==> src/hw/rtl/m44_pkg.sv <==
// ----------------------------------------------------------------------------
// m44_pkg
// Shared types, constants and binary32 arithmetic steps for the 4x4 matrix
// multiply unit.
// ----------------------------------------------------------------------------
package m44_pkg;

  localparam int DIM    = 4;
  localparam int FP_W   = 32;
  localparam int IN_W   = 264;
  localparam int OUT_W  = 136;

  localparam logic [FP_W-1:0] CANON_NAN = 32'h7FC0_0000;
  localparam logic [7:0]      EXP_MAX   = 8'hFF;

  // Controller commands to the datapath
  typedef struct packed {
    logic       store;
    logic       mul_a;
    logic       mul_b;
    logic       add_a;
    logic       add_b;
    logic       first_k;
    logic       out_load;
    logic [1:0] i;
    logic [1:0] k;
  } m44_cmd_t;

  // Multiplier first-stage result
  typedef struct packed {
    logic              nan;
    logic              inf;
    logic              zero;
    logic              sgn;
    logic signed [11:0] etop;
    logic [47:0]       prod;
  } mul_st_t;

  // Adder first-stage result
  typedef struct packed {
    logic              nan;
    logic              inf;
    logic              zero;
    logic              sgn;
    logic signed [11:0] etop;
    logic [27:0]       sum;
  } add_st_t;

  // Normalize, round to nearest even and pack. mag is nonzero; a one in
  // bit 47 of mag carries biased exponent etop.
  function automatic logic [31:0] fp_round(input logic sgn,
                                           input logic signed [11:0] etop,
                                           input logic [47:0] mag);
    logic [5:0]         lz;
    logic signed [11:0] er;
    logic signed [11:0] ef;
    logic [47:0]        sn;
    logic [5:0]         rsh;
    logic               stk;
    logic [23:0]        mant;
    logic               inc;
    logic [24:0]        rnd;
    logic [31:0]        res;
    lz = '0;
    for (int b = 0; b < 48; b++) begin
      if (mag[b]) lz = 6'(47 - b);
    end
    sn  = mag << lz;
    er  = etop - $signed({6'b0, lz});
    stk = 1'b0;
    rsh = '0;
    // Denormalize into the subnormal range
    if (er < 12'sd1) begin
      if (er < -12'sd48) begin
        stk = |sn;
        sn  = '0;
      end else begin
        rsh = 6'(12'sd1 - er);
        stk = |(sn & ((48'd1 << rsh) - 48'd1));
        sn  = sn >> rsh;
      end
      er = 12'sd0;
    end
    mant = sn[47:24];
    inc  = sn[23] & (stk | (|sn[22:0]) | mant[0]);
    rnd  = {1'b0, mant} + 25'(inc);
    if (er == 12'sd0) begin
      res = {sgn, 7'b0, rnd[23], rnd[22:0]};
    end else begin
      ef = rnd[24] ? er + 12'sd1 : er;
      if (ef >= 12'sd255) begin
        res = {sgn, EXP_MAX, 23'b0};
      end else if (rnd[24]) begin
        res = {sgn, ef[7:0], 23'b0};
      end else begin
        res = {sgn, ef[7:0], rnd[22:0]};
      end
    end
    return res;
  endfunction

  // Multiply, first half: classify and form the raw significand product
  function automatic mul_st_t fp_mul_a(input logic [31:0] a, input logic [31:0] b);
    mul_st_t     r;
    logic [7:0]  ea;
    logic [7:0]  eb;
    logic [23:0] ma;
    logic [23:0] mb;
    logic        an;
    logic        bn;
    logic        ai;
    logic        bi;
    ea = (a[30:23] == 8'd0) ? 8'd1 : a[30:23];
    eb = (b[30:23] == 8'd0) ? 8'd1 : b[30:23];
    ma = {a[30:23] != 8'd0, a[22:0]};
    mb = {b[30:23] != 8'd0, b[22:0]};
    an = (a[30:23] == EXP_MAX) && (a[22:0] != 23'd0);
    bn = (b[30:23] == EXP_MAX) && (b[22:0] != 23'd0);
    ai = (a[30:23] == EXP_MAX) && (a[22:0] == 23'd0);
    bi = (b[30:23] == EXP_MAX) && (b[22:0] == 23'd0);
    r.sgn  = a[31] ^ b[31];
    r.nan  = an | bn | (ai & (mb == 24'd0)) | (bi & (ma == 24'd0));
    r.inf  = ai | bi;
    r.zero = (ma == 24'd0) || (mb == 24'd0);
    r.etop = $signed({4'b0, ea}) + $signed({4'b0, eb}) - 12'sd126;
    r.prod = ma * mb;
    return r;
  endfunction

  // Multiply, second half
  function automatic logic [31:0] fp_mul_b(input mul_st_t s);
    logic [31:0] r;
    if (s.nan) r = CANON_NAN;
    else if (s.inf) r = {s.sgn, EXP_MAX, 23'b0};
    else if (s.zero) r = {s.sgn, 31'b0};
    else r = fp_round(s.sgn, s.etop, s.prod);
    return r;
  endfunction

  // Add, first half: order by magnitude, align and add or subtract
  function automatic add_st_t fp_add_a(input logic [31:0] x, input logic [31:0] y);
    add_st_t     r;
    logic [31:0] a;
    logic [31:0] b;
    logic [7:0]  ea;
    logic [7:0]  eb;
    logic [7:0]  d;
    logic [26:0] ma;
    logic [26:0] mb;
    logic [26:0] mal;
    logic        an;
    logic        bn;
    logic        ai;
    logic        bi;
    logic        sub;
    if (y[30:0] > x[30:0]) begin
      a = y;
      b = x;
    end else begin
      a = x;
      b = y;
    end
    an  = (a[30:23] == EXP_MAX) && (a[22:0] != 23'd0);
    bn  = (b[30:23] == EXP_MAX) && (b[22:0] != 23'd0);
    ai  = (a[30:23] == EXP_MAX) && (a[22:0] == 23'd0);
    bi  = (b[30:23] == EXP_MAX) && (b[22:0] == 23'd0);
    sub = a[31] ^ b[31];
    ea  = (a[30:23] == 8'd0) ? 8'd1 : a[30:23];
    eb  = (b[30:23] == 8'd0) ? 8'd1 : b[30:23];
    d   = ea - eb;
    ma  = {a[30:23] != 8'd0, a[22:0], 3'b0};
    mb  = {b[30:23] != 8'd0, b[22:0], 3'b0};
    // Align the smaller operand, fold shifted-out bits into a sticky bit
    if (d >= 8'd27) begin
      mal = {26'b0, |mb};
    end else begin
      mal = (mb >> d) | {26'b0, |(mb & ((27'd1 << d) - 27'd1))};
    end
    r.nan  = an | bn | (ai & bi & sub);
    r.inf  = ai | bi;
    r.sgn  = a[31];
    r.etop = $signed({4'b0, ea}) + 12'sd1;
    r.sum  = sub ? ({1'b0, ma} - {1'b0, mal}) : ({1'b0, ma} + {1'b0, mal});
    r.zero = (r.sum == 28'd0);
    if (r.zero && sub) r.sgn = 1'b0;
    return r;
  endfunction

  // Add, second half
  function automatic logic [31:0] fp_add_b(input add_st_t s);
    logic [31:0] r;
    if (s.nan) r = CANON_NAN;
    else if (s.inf) r = {s.sgn, EXP_MAX, 23'b0};
    else if (s.zero) r = {s.sgn, 31'b0};
    else r = fp_round(s.sgn, s.etop, {s.sum, 20'b0});
    return r;
  endfunction

endpackage

==> src/hw/rtl/m44_ctrl.sv <==
// ----------------------------------------------------------------------------
// m44_ctrl
// Sequencer: steps rows and k terms through the shared lanes and owns the
// stream handshakes.
// ----------------------------------------------------------------------------
module m44_ctrl import m44_pkg::*; (
  input  logic     clk,
  input  logic     rst,
  input  logic     s_tvalid,
  output logic     s_tready,
  input  logic     s_tlast,
  output logic     m_tvalid,
  input  logic     m_tready,
  output m44_cmd_t cmd
);

  typedef enum logic [5:0] {
    ST_IDLE = 6'b000001,
    ST_MULA = 6'b000010,
    ST_MULB = 6'b000100,
    ST_ADDA = 6'b001000,
    ST_ADDB = 6'b010000,
    ST_EMIT = 6'b100000
  } state_t;

  state_t     state;
  state_t     state_next;
  logic [1:0] row;
  logic [1:0] row_next;
  logic [1:0] kk;
  logic [1:0] kk_next;
  logic       take;
  logic       out_free;

  assign s_tready = (state == ST_IDLE);
  assign take     = s_tvalid & s_tready;
  assign out_free = ~m_tvalid | m_tready;

  // Next state and step counters
  always_comb begin
    state_next = state;
    row_next   = row;
    kk_next    = kk;
    case (state)
      ST_IDLE: begin
        if (take && s_tlast) begin
          state_next = ST_MULA;
          row_next   = 2'd0;
          kk_next    = 2'd0;
        end
      end
      ST_MULA: state_next = ST_MULB;
      ST_MULB: state_next = ST_ADDA;
      ST_ADDA: state_next = ST_ADDB;
      ST_ADDB: begin
        if (kk == 2'(DIM - 1)) begin
          state_next = ST_EMIT;
        end else begin
          kk_next    = kk + 2'd1;
          state_next = ST_MULA;
        end
      end
      ST_EMIT: begin
        if (out_free) begin
          kk_next = 2'd0;
          if (row == 2'(DIM - 1)) begin
            state_next = ST_IDLE;
          end else begin
            row_next   = row + 2'd1;
            state_next = ST_MULA;
          end
        end
      end
      default: state_next = ST_IDLE;
    endcase
  end

  // Drive datapath commands
  always_comb begin
    cmd.store    = take;
    cmd.mul_a    = (state == ST_MULA);
    cmd.mul_b    = (state == ST_MULB);
    cmd.add_a    = (state == ST_ADDA);
    cmd.add_b    = (state == ST_ADDB);
    cmd.first_k  = (kk == 2'd0);
    cmd.out_load = (state == ST_EMIT) && out_free;
    cmd.i        = row;
    cmd.k        = kk;
  end

  always_ff @(posedge clk) begin
    if (rst) begin
      state    <= ST_IDLE;
      row      <= 2'd0;
      kk       <= 2'd0;
      m_tvalid <= 1'b0;
    end else begin
      state <= state_next;
      row   <= row_next;
      kk    <= kk_next;
      // Hold the result until the transfer completes
      if (cmd.out_load) m_tvalid <= 1'b1;
      else if (m_tready) m_tvalid <= 1'b0;
    end
  end

endmodule

==> config.mk <==
export PLATFORM = sky130hd
export DESIGN_NAME = m44_ctrl
export DESIGN_NICKNAME = d
export VERILOG_FILES = /design/src/hw/rtl/m44_pkg.sv /design/src/hw/rtl/m44_ctrl.sv
export SDC_FILE = /design/constraint.sdc
export NUM_CORES = 1
export LEC_CHECK = 0
export BUFFER_PORTS_ARGS = -buffer_cell sky130_fd_sc_hd__buf_2
export CORE_ASPECT_RATIO = 1.4
export CORE_UTILIZATION = 25
export DETAILED_ROUTE_END_ITERATION = 6
export GPL_TIMING_DRIVEN = 1
export SYNTH_ARGS = -nofsm -noshare
export SYNTH_HDL_FRONTEND = slang
export SYNTH_SLANG_ARGS = --single-unit
==> constraint.sdc <==
create_clock -name clk -period 2.4 [get_ports clk]
set_input_delay 0.12 -clock clk [delete_from_list [all_inputs] [get_ports clk]]
set_output_delay 0.12 -clock clk [all_outputs]
set_load 0.01 [all_outputs]
# --- After elaboration in Yosys (flattened, before gate mapping) ---
# Cells that the tools add are included.
totals:
  ff_bits: 11
  latch_bits: 0
  mem_bits_ro: 0
  mem_count: 0
  word_cells: 44
  ram_bits: 0
op_classes:
  order_cmp: 0
  eq_ne: 12
  mul: 0
  div: 0
  bitwise: 3
  shifts: 0
  addsub: 2
  muxes: 14
  reduce_logical: 9
op_table:
  columns: ["operator", "count"]
  rows:
  - ["$pmux W6 S6", 1]
  - ["$mux W6", 3]
  - ["$mux W2", 6]
  - ["$reduce_and A4 Y1", 2]
  - ["$eq A6 B1 Y1 const B", 1]
  - ["$eq A6 B2 Y1 const B", 1]
  - ["$eq A6 B3 Y1 const B", 1]
  - ["$eq A6 B4 Y1 const B", 1]
  - ["$eq A6 B5 Y1 const B", 1]
  - ["$eq A6 B6 Y1 const B", 1]
  - ["$ne A2 B2 Y1 const B", 3]
  - ["$pmux W2 S3", 1]
  - ["$add A2 B1 Y2 const B", 2]
  - ["$eq A2 B2 Y1 const B", 2]
  - ["$pmux W2 S2", 1]
  - ["$reduce_bool A2 Y1", 2]
  - ["$reduce_bool A3 Y1", 1]
  - ["$logic_and A1 B1 Y1", 2]
  - ["$logic_not A2 Y1", 1]
  - ["$mux W1", 2]
  - ["$ne A2 B1 Y1 const B", 1]
  - ["$reduce_and A2 Y1", 1]
  - ["$and A1 B1 Y1", 1]
  - ["$not A1 Y1", 1]
  - ["$or A1 B1 Y1", 1]

# --- Logic depth before layout (Yosys ltp) ---
# Gate-level depths: netlist of run 1.
depth:
  ltp_word: 5
  depth_mapped: 6

# --- Least setup slack after synthesis of run 1 ---
# Ideal clock, no wire load.
synth_path:
  kind: "reg-to-reg"
  start: "register state[2]"
  end: "register row[0]"
  synth_period_minus_slack_ps: 1749
  path_stages_with_launch: 5
  path_slack_ps: 651
  arrival_time_ps: 1616
  cell_sequence: "dfxtp_1 > or4_4 > a2111oi_4 > or4b_1 > a31oi_1"
synth_via:
  elab_chain_cells: 5
synth_lines:
  columns: ["item", "line_no", "source"]
  rows:
  - ["start, declared", "m44_ctrl.sv:26", "state_t state;"]
  - ["start signal, assigned", "m44_ctrl.sv:98", "state <= state_next;"]
  - ["$eq A6 B1 Y1", "m44_ctrl.sv:35, m44_ctrl.sv:44", null]
  - ["$and A1 B1 Y1", "m44_ctrl.sv:36", "assign take = s_tvalid & s_tready;"]
  - ["$logic_and A1 B1 Y1", "m44_ctrl.sv:46", "if (take && s_tlast) begin"]
  - ["$ne A2 B1 Y1 (no line)", null, null]
  - ["$reduce_and A4 Y1 (no line)", null, null]
  - ["end signal, assigned", "m44_ctrl.sv:99", "row <= row_next;"]
  - ["end, declared", "m44_ctrl.sv:28", "logic [1:0] row;"]
# Parallel ways exist; a longest one is shown, timed or not.
# A chain may end at the register's enable or synchronous reset.

# --- Worst setup path in the final report of run 1 ---
layout_path:
  start: "register state[3]"
  end: "register kk[1]"
layout_via:
  elab_chain_cells: 5
layout_lines:
  columns: ["item", "line_no", "source"]
  rows:
  - ["$eq A6 B1 Y1", "m44_ctrl.sv:35, m44_ctrl.sv:44", null]
  - ["$and A1 B1 Y1", "m44_ctrl.sv:36", null]
  - ["$logic_and A1 B1 Y1", "m44_ctrl.sv:46", null]
  - ["$ne A2 B1 Y1 (no line)", null, null]
  - ["$reduce_and A4 Y1 (no line)", null, null]
  - ["end signal, assigned", "m44_ctrl.sv:100", "kk <= kk_next;"]
  - ["end, declared", "m44_ctrl.sv:30", "logic [1:0] kk;"]
# Parallel ways exist; a longest one is shown, timed or not.

==> results of run 1 <==
==> flip-flops by register name (all words and copies together) (netlist names) <==
register  count
row           2
m_tvalid      1
kk            2
state         6
==> stage by stage <==
step           cells  area (um^2)  utilization, %  power, W
6_report         139          853            32.0  0.000377
5_1_grt          139          853            32.0  0.000396
4_1_cts          139          853            32.0  0.000378
3_5_place_dp     135          827            31.0  0.000250
3_3_place_gp     135          827            31.0  0.000249
2_1_floorplan     86          713               -  0.000235
==> worst min-delay path, stage by stage <==
cell and delay (ns):
sky130_fd_sc_hd__buf_2 0.09, sky130_fd_sc_hd__nand2b_1 0.11, sky130_fd_sc_hd__a21oi_1 0.07
==> layer usage <==
metal | track usage, % | routed length (um) | up-vias | share of wire (%)
li1 | - | - | 350 | -
met4 | 8.57 | 29 | 0 | 1.7
met5 | 0 | 0 | - | 0
met1 | 13.9 | 705 | 339 | 42
met2 | 20.1 | 860 | 21 | 52
met3 | 2.20 | 69 | 2 | 4.1
==> power by group <==
group / internal [W] / switching, W
registers: 0.000185 / 0.00000713
clock network: 0.0000644 / 0.0000665
logic: 0.0000237 / 0.0000302
total: 0.000273 / 0.000104
==> area by class of cell <==
cell class / count / area [um^2] / area share [%]
Timing Repair Buffer: 18 / 92.6 / 10.9
Clock buffer: 4 / 26.3 / 3.08
Multi-Input combinational cell: 64 / 447 / 52.3
Tap cell: 36 / 45.0 / 5.28
Inverter: 6 / 22.5 / 2.64
Sequential cell: 11 / 220 / 25.8
==> kinds of logic (layout without fill, tap and decap cells) <==
family,Yosys count,after routing,share of synthesized area (%)
simple gates,39,39,33.0
compound gates,20,20,21.9
flops,11,11,30.9
buf+inv,11,28,6.49
fa+ha+maj,3,3,5.26
xor+xnor,2,2,2.46
==> Yosys cell counts (2+ instances only) <==
master	count	area, um^2
sky130_fd_sc_hd__nand2_1	4	15.0
sky130_fd_sc_hd__nor4b_1	2	17.5
sky130_fd_sc_hd__o31ai_1	3	22.5
sky130_fd_sc_hd__nor2b_1	4	25.0
sky130_fd_sc_hd__clkbuf_1	3	11.3
sky130_fd_sc_hd__or3_1	2	12.5
sky130_fd_sc_hd__xor2_1	2	17.5
sky130_fd_sc_hd__nor3b_1	2	15.0
sky130_fd_sc_hd__o21ai_1	2	10.0
sky130_fd_sc_hd__nor2_1	9	33.8
sky130_fd_sc_hd__a31oi_1	2	12.5
sky130_fd_sc_hd__o21ai_0	2	10.0
sky130_fd_sc_hd__a211oi_1	2	15.0
sky130_fd_sc_hd__a21oi_1	3	15.0
sky130_fd_sc_hd__inv_1	6	22.5
sky130_fd_sc_hd__nand2b_1	2	12.5
sky130_fd_sc_hd__ha_1	3	37.5
sky130_fd_sc_hd__and3_1	2	12.5
sky130_fd_sc_hd__nor3_1	3	15.0
sky130_fd_sc_hd__dfxtp_1	11	220
==> worst paths after layout <==
| path | slack [ns] | endpoint | from |
|---|---|---|---|
| worst max-delay path | 0.46 | kk[1]$_SDFFE_PP0P_ | state[3]$_SDFFE_PP0P_ |
| worst min-delay path | 0.16 | m_tvalid$_SDFFE_PP0P_ | m_tready |
| worst max register to register | 0.46 | kk[1]$_SDFFE_PP0P_ | state[3]$_SDFFE_PP0P_ |
| worst min register to register | 0.53 | m_tvalid$_SDFFE_PP0P_ | m_tvalid$_SDFFE_PP0P_ |
==> metrics, run 1 <==
# hold bufs at CTS=0; smallest hold slack=around 0.16 ns; vias in the first global route=between 600 and 700; number of filler instances in the final layout=300; number of flops mapped to enable cells by yosys=0; Syn Inst Count=86; Detailed Routing Iterations Pass 1=4; data arrival time at the worst-slack endpoint=between 2 and 2.5 ns; CP max-delay cell=sky130_fd_sc_hd__or4_4; final clock period utilization by the worst path=~81%; Required @ worst endpoint=around 2.6 ns; slack of the critical path=approximately 0.46 ns; first-iteration detailed-routing DRC count=13; placeable core region=between 2000 and 3000 um^2; Net count, final=112; total nets after synthesis=94; DR WL/cell=between 10 and 15 um; largest net degree at the start of global routing=13; antenna violations before repair=0; number of buffers on the longest clock path=2; top cell family by delay on the critical path=compound AO/OA/AOI/OAI gates; worst-case clock skew=0.00670 ns; kind of launch point of the worst setup path=register; largest fanout of any net on the critical path=9; warnings from Yosys=0; Max Freq=between 500 and 600 MHz; number of synthesized register bits=11; Hold Crit Depth=3; proportion of synthesized flip-flops having asynchronous set or reset=0%; detailed placement HPWL=approximately 1300 um; post-layout min period=between 1.5 and 2 ns; Syn Std Cell Area=713 um^2; post-CTS clock slew at the launch and capture registers of the worst setup and hold paths=approximately 0.08 ns; cell depth of the worst setup path=4; most common cell after layout, fill and taps aside=sky130_fd_sc_hd__buf_2; Leakage=about 0.37 nW; Global Route Usage Sum=around 12%; post-synth cell types=37; most frequent cells in the layout=sky130_fd_sc_hd__buf_2 (17), sky130_fd_sc_hd__dfxtp_1 (11), sky130_fd_sc_hd__nor2_1 (9), sky130_fd_sc_hd__inv_1 (6); die extent in y=65.2 um; number of endpoints failing setup at the final stage=0; final antenna diode count=0; worst reg-to-reg path cell count=4; layout cell share with drive strength beyond 1=23.3%; Avg Synthesized Cell Area=approximately 8.3 um^2; Clk Latency, worst-skew pair=around 0.27 ns; total negative slack=0 ns; Maximum Capacitance Violations=0; Clock Sinks=11; worst setup path class=register to register; master cell of the clock root buffer=sky130_fd_sc_hd__clkbuf_4; max-slew violation total from the final report=0; initial core utilization=a little over a quarter; sort of element at the end of the critical path=register; Area growth syn-to-layout=19.6%; count of cells resized by post-cts repair=0; final hold vios=0; via/cell ratio=roughly 5.1; top-level port count=18; slowest stage delay, CP=~0.57 ns; result of the run=complete, no violations; IO Port Bufs=17; floorplan die area=around 3100 um^2; number of vias after detailed routing=712; actual transition at the worst max-transition pin=~0.53 ns; TritonCTS clock tree=built; post-detailed-route count of antenna-violating nets=0; sequential area share after synthesis=between 30% and 40%; type of the worst min-delay path=input port to register; residual DRC count=0; number of buffer and inverter instances along the worst setup path=0; primary flip-flop cell chosen by synthesis mapping=sky130_fd_sc_hd__dfxtp_1; global route total overflow=0; cell-by-cell listing of the critical path=or4_4 > a2111oi_4 > nor2_1 > a211oi_1; Die Width=roughly 47 um; placer's final routability congestion estimate=between 0.8 and 0.9; placement-stage worst setup slack=between 0.5 and 0.6 ns; wire length of the first global-routing pass=around 2700 um; post-detailed-routing wire length=1670 um; power density normalized to cell area=around 440 nW/um^2; setup repair after global routing missed its margin=no; worst vdd ir=roughly 160 uV; count of H-tree levels built during CTS=1; number of standard-cell rows in the floorplan=22; post-CTS repair timing setup buffer count=0; Num CTS Buffers=3; Rel. slew slack=about 65%
No activity file was read; power rests on OpenSTA's default activity.
==> inputs of run 2 (changes only) <==
- clock period: 2.4 -> 2 ns (I/O delays scaled with it)
==> run 2 against run 1 <==
- global-route usage rose by 0.59 points
- die area stayed put
- final area is 3.5% higher
- first-iteration DRC count is 15% higher
- highest routed layer unchanged
- clock-buffer cell count unchanged
- sequential power is 19% higher
- sequential share of layout area shrank 0.88 points
- critical path type is now register to output port
- via count is 2.2% lower
- sequential cell count did not move
- final cell count increased by 2.9%
- core utilization increased by 1.1 points
- setup slack worse by 0.29 ns
==> metrics, run 2 (synthesis results as in run 1) <==
setup repair after global routing missed its margin=no; number of standard-cell rows in the floorplan=22 (unchanged); Required @ worst endpoint=1.90 ns (-0.68 ns); area of the multi-input gates=447 um^2 (unchanged); top-level port count=18 (unchanged); worst vdd ir=181 uV (+16%); worst setup path class=register to output port; first-iteration detailed-routing DRC count=15 (+2); type of the worst min-delay path=input port to register; global route total overflow=0 (unchanged); vias in the first global route=672 (+3.1%); number of buffers on the longest clock path=2 (unchanged); Leakage=0.389 nW (+5.4%); residual DRC count=0 (unchanged); final clock period utilization by the worst path=91.6%; worst-case clock skew=0.00155 ns (-0.00515 ns); Die Width=47.1 um (unchanged); post-CTS repair timing setup buffer count=0 (unchanged); die extent in y=65.2 um (unchanged); most frequent cells in the layout=sky130_fd_sc_hd__buf_2 (17), sky130_fd_sc_hd__dfxtp_1 (11), sky130_fd_sc_hd__nor2_1 (9), sky130_fd_sc_hd__inv_1 (6), sky130_fd_sc_hd__buf_4 (5); grt peak-use layer=met2; total negative slack=0 ns (unchanged); floorplan die area=3070 um^2 (unchanged); Clk Latency, worst-skew pair=0.27 ns (about the same); via/cell ratio=4.87 (-5.0%); Area growth syn-to-layout=23.9%; largest net degree at the start of global routing=13 (unchanged); Register Area=220 um^2 (unchanged); number of filler instances in the final layout=291 (-3.0%); met3 Resource Use GR=1.65% (-0.55 points); most common cell after layout, fill and taps aside=sky130_fd_sc_hd__buf_2; Max Freq=about 550 MHz; max reg flops=6 (unchanged); power density normalized to cell area=514 nW/um^2 (+16%); utilization after layout=33.1% (+1.1 points); placeable core region=2670 um^2 (unchanged); registers with the most flip-flops=state x6, kk x2, row x2; number of endpoints failing setup at the final stage=0 (unchanged); largest fanout of any net on the critical path=6 (-3); final hold vios=0 (unchanged); met2 GRT Util=20.0% (-0.17 points); number of vias after detailed routing=696 (-2.2%); Global Route Usage Sum=13.0% (+0.59 points); Detailed Routing Iterations Pass 1=5 (+1); sort of element at the end of the critical path=output port; initial core utilization=26.7% (unchanged); count of H-tree levels built during CTS=1 (unchanged); final antenna diode count=0 (unchanged); antenna violations before repair=0 (unchanged); count of cells resized by post-cts repair=0 (unchanged); IO Port Bufs=17 (unchanged); DR WL/cell=11.8 um (-1.6%); post-detailed-routing wire length=1690 um (+1.3%); # hold bufs at CTS=0 (unchanged); met1 Use GR=16.3% (+2.4 points); result of the run=complete, no violations; Num CTS Buffers=3 (unchanged); largest register by flop count=state; Maximum Capacitance Violations=0 (unchanged); Clock Sinks=11 (unchanged); wire length of the first global-routing pass=2880 um (+6.7%); Rel. slew slack=71.4% (+6.4 points); detailed placement HPWL=1270 um (+1.3%); max-slew violation total from the final report=0 (unchanged); post-CTS clock slew at the launch and capture registers of the worst setup and hold paths=0.07 ns (about the same); Net count, final=116 (+3.6%); post-layout min period=1.83 ns; post-detailed-route count of antenna-violating nets=0 (unchanged); placer's final routability congestion estimate=0.887 (+6.8%); layout cell share with drive strength beyond 1=26.2% (+2.9 points); actual transition at the worst max-transition pin=0.424 ns (-0.102 ns); kind of launch point of the worst setup path=register; master cell of the clock root buffer=sky130_fd_sc_hd__clkbuf_4; data arrival time at the worst-slack endpoint=1.73 ns (-0.39 ns); TritonCTS clock tree=built
## run 2: cell types whose count changed in the layout (fill, tap and decap cells not counted), sizes merged
cell  change
buf       +4
## run 2: path summary, 6_finish.rpt
path | startpoint | endpoint | slack, ns | depth (start not counted)
worst min register to register | m_tvalid$_SDFFE_PP0P_ | m_tvalid$_SDFFE_PP0P_ | 0.53 | 2
worst max-delay path | state[2]$_SDFFE_PP0P_ | cmd[10] | 0.17 | 4
worst max register to register | state[2]$_SDFFE_PP0P_ | kk[1]$_SDFFE_PP0P_ | 0.19 | 5
worst min-delay path | m_tready | m_tvalid$_SDFFE_PP0P_ | 0.15 | 3
## run 2: cell type report
cell class	count	area share [%]
multi-input cells	64	50.6
flip-flops and latches	11	24.9
repair buffers	22	13.9
well taps	36	5.10
clock buffers	4	2.97
inverters	6	2.55
## run 2: stage by stage
step / worst slack (ns) / hold slack [ns] / cells / power (W) / instance area [um^2]
2_1_floorplan: 0.251 / 0.280 / 86 / 0.000282 / 713
4_1_cts: 0.154 / 0.135 / 143 / 0.000463 / 883
3_5_place_dp: 0.179 / 0.424 / 139 / 0.000305 / 857
5_1_grt: 0.0226 / 0.159 / 143 / 0.000485 / 883
3_3_place_gp: 0.241 / 0.425 / 139 / 0.000304 / 857
6_report: 0.168 / 0.145 / 143 / 0.000454 / 883
## run 2: power breakdown
part           internal [W]  switching (W)  total (W)  leakage (nW)
Combinational     0.0000333      0.0000381  0.0000714         0.285
Clock             0.0000772      0.0000770   0.000154        0.0150
Sequential         0.000222     0.00000665   0.000229        0.0889
Total              0.000333       0.000122   0.000454         0.389
## run 2: worst max-delay path, cell delays in order (launching register included)
cell and delay, ns:
sky130_fd_sc_hd__dfxtp_1 0.36, sky130_fd_sc_hd__or4_4 0.59, sky130_fd_sc_hd__nor3_1 0.24, sky130_fd_sc_hd__and2_1 0.16, sky130_fd_sc_hd__buf_2 0.12
## run 2: layer usage
layer,vias to the layer above,part of all wire [%],routed length [um]
met2,16,50,847
met1,320,46,771
li1,358,-,-
met4,0,1.6,27
met5,-,0,0
met3,2,2.3,39
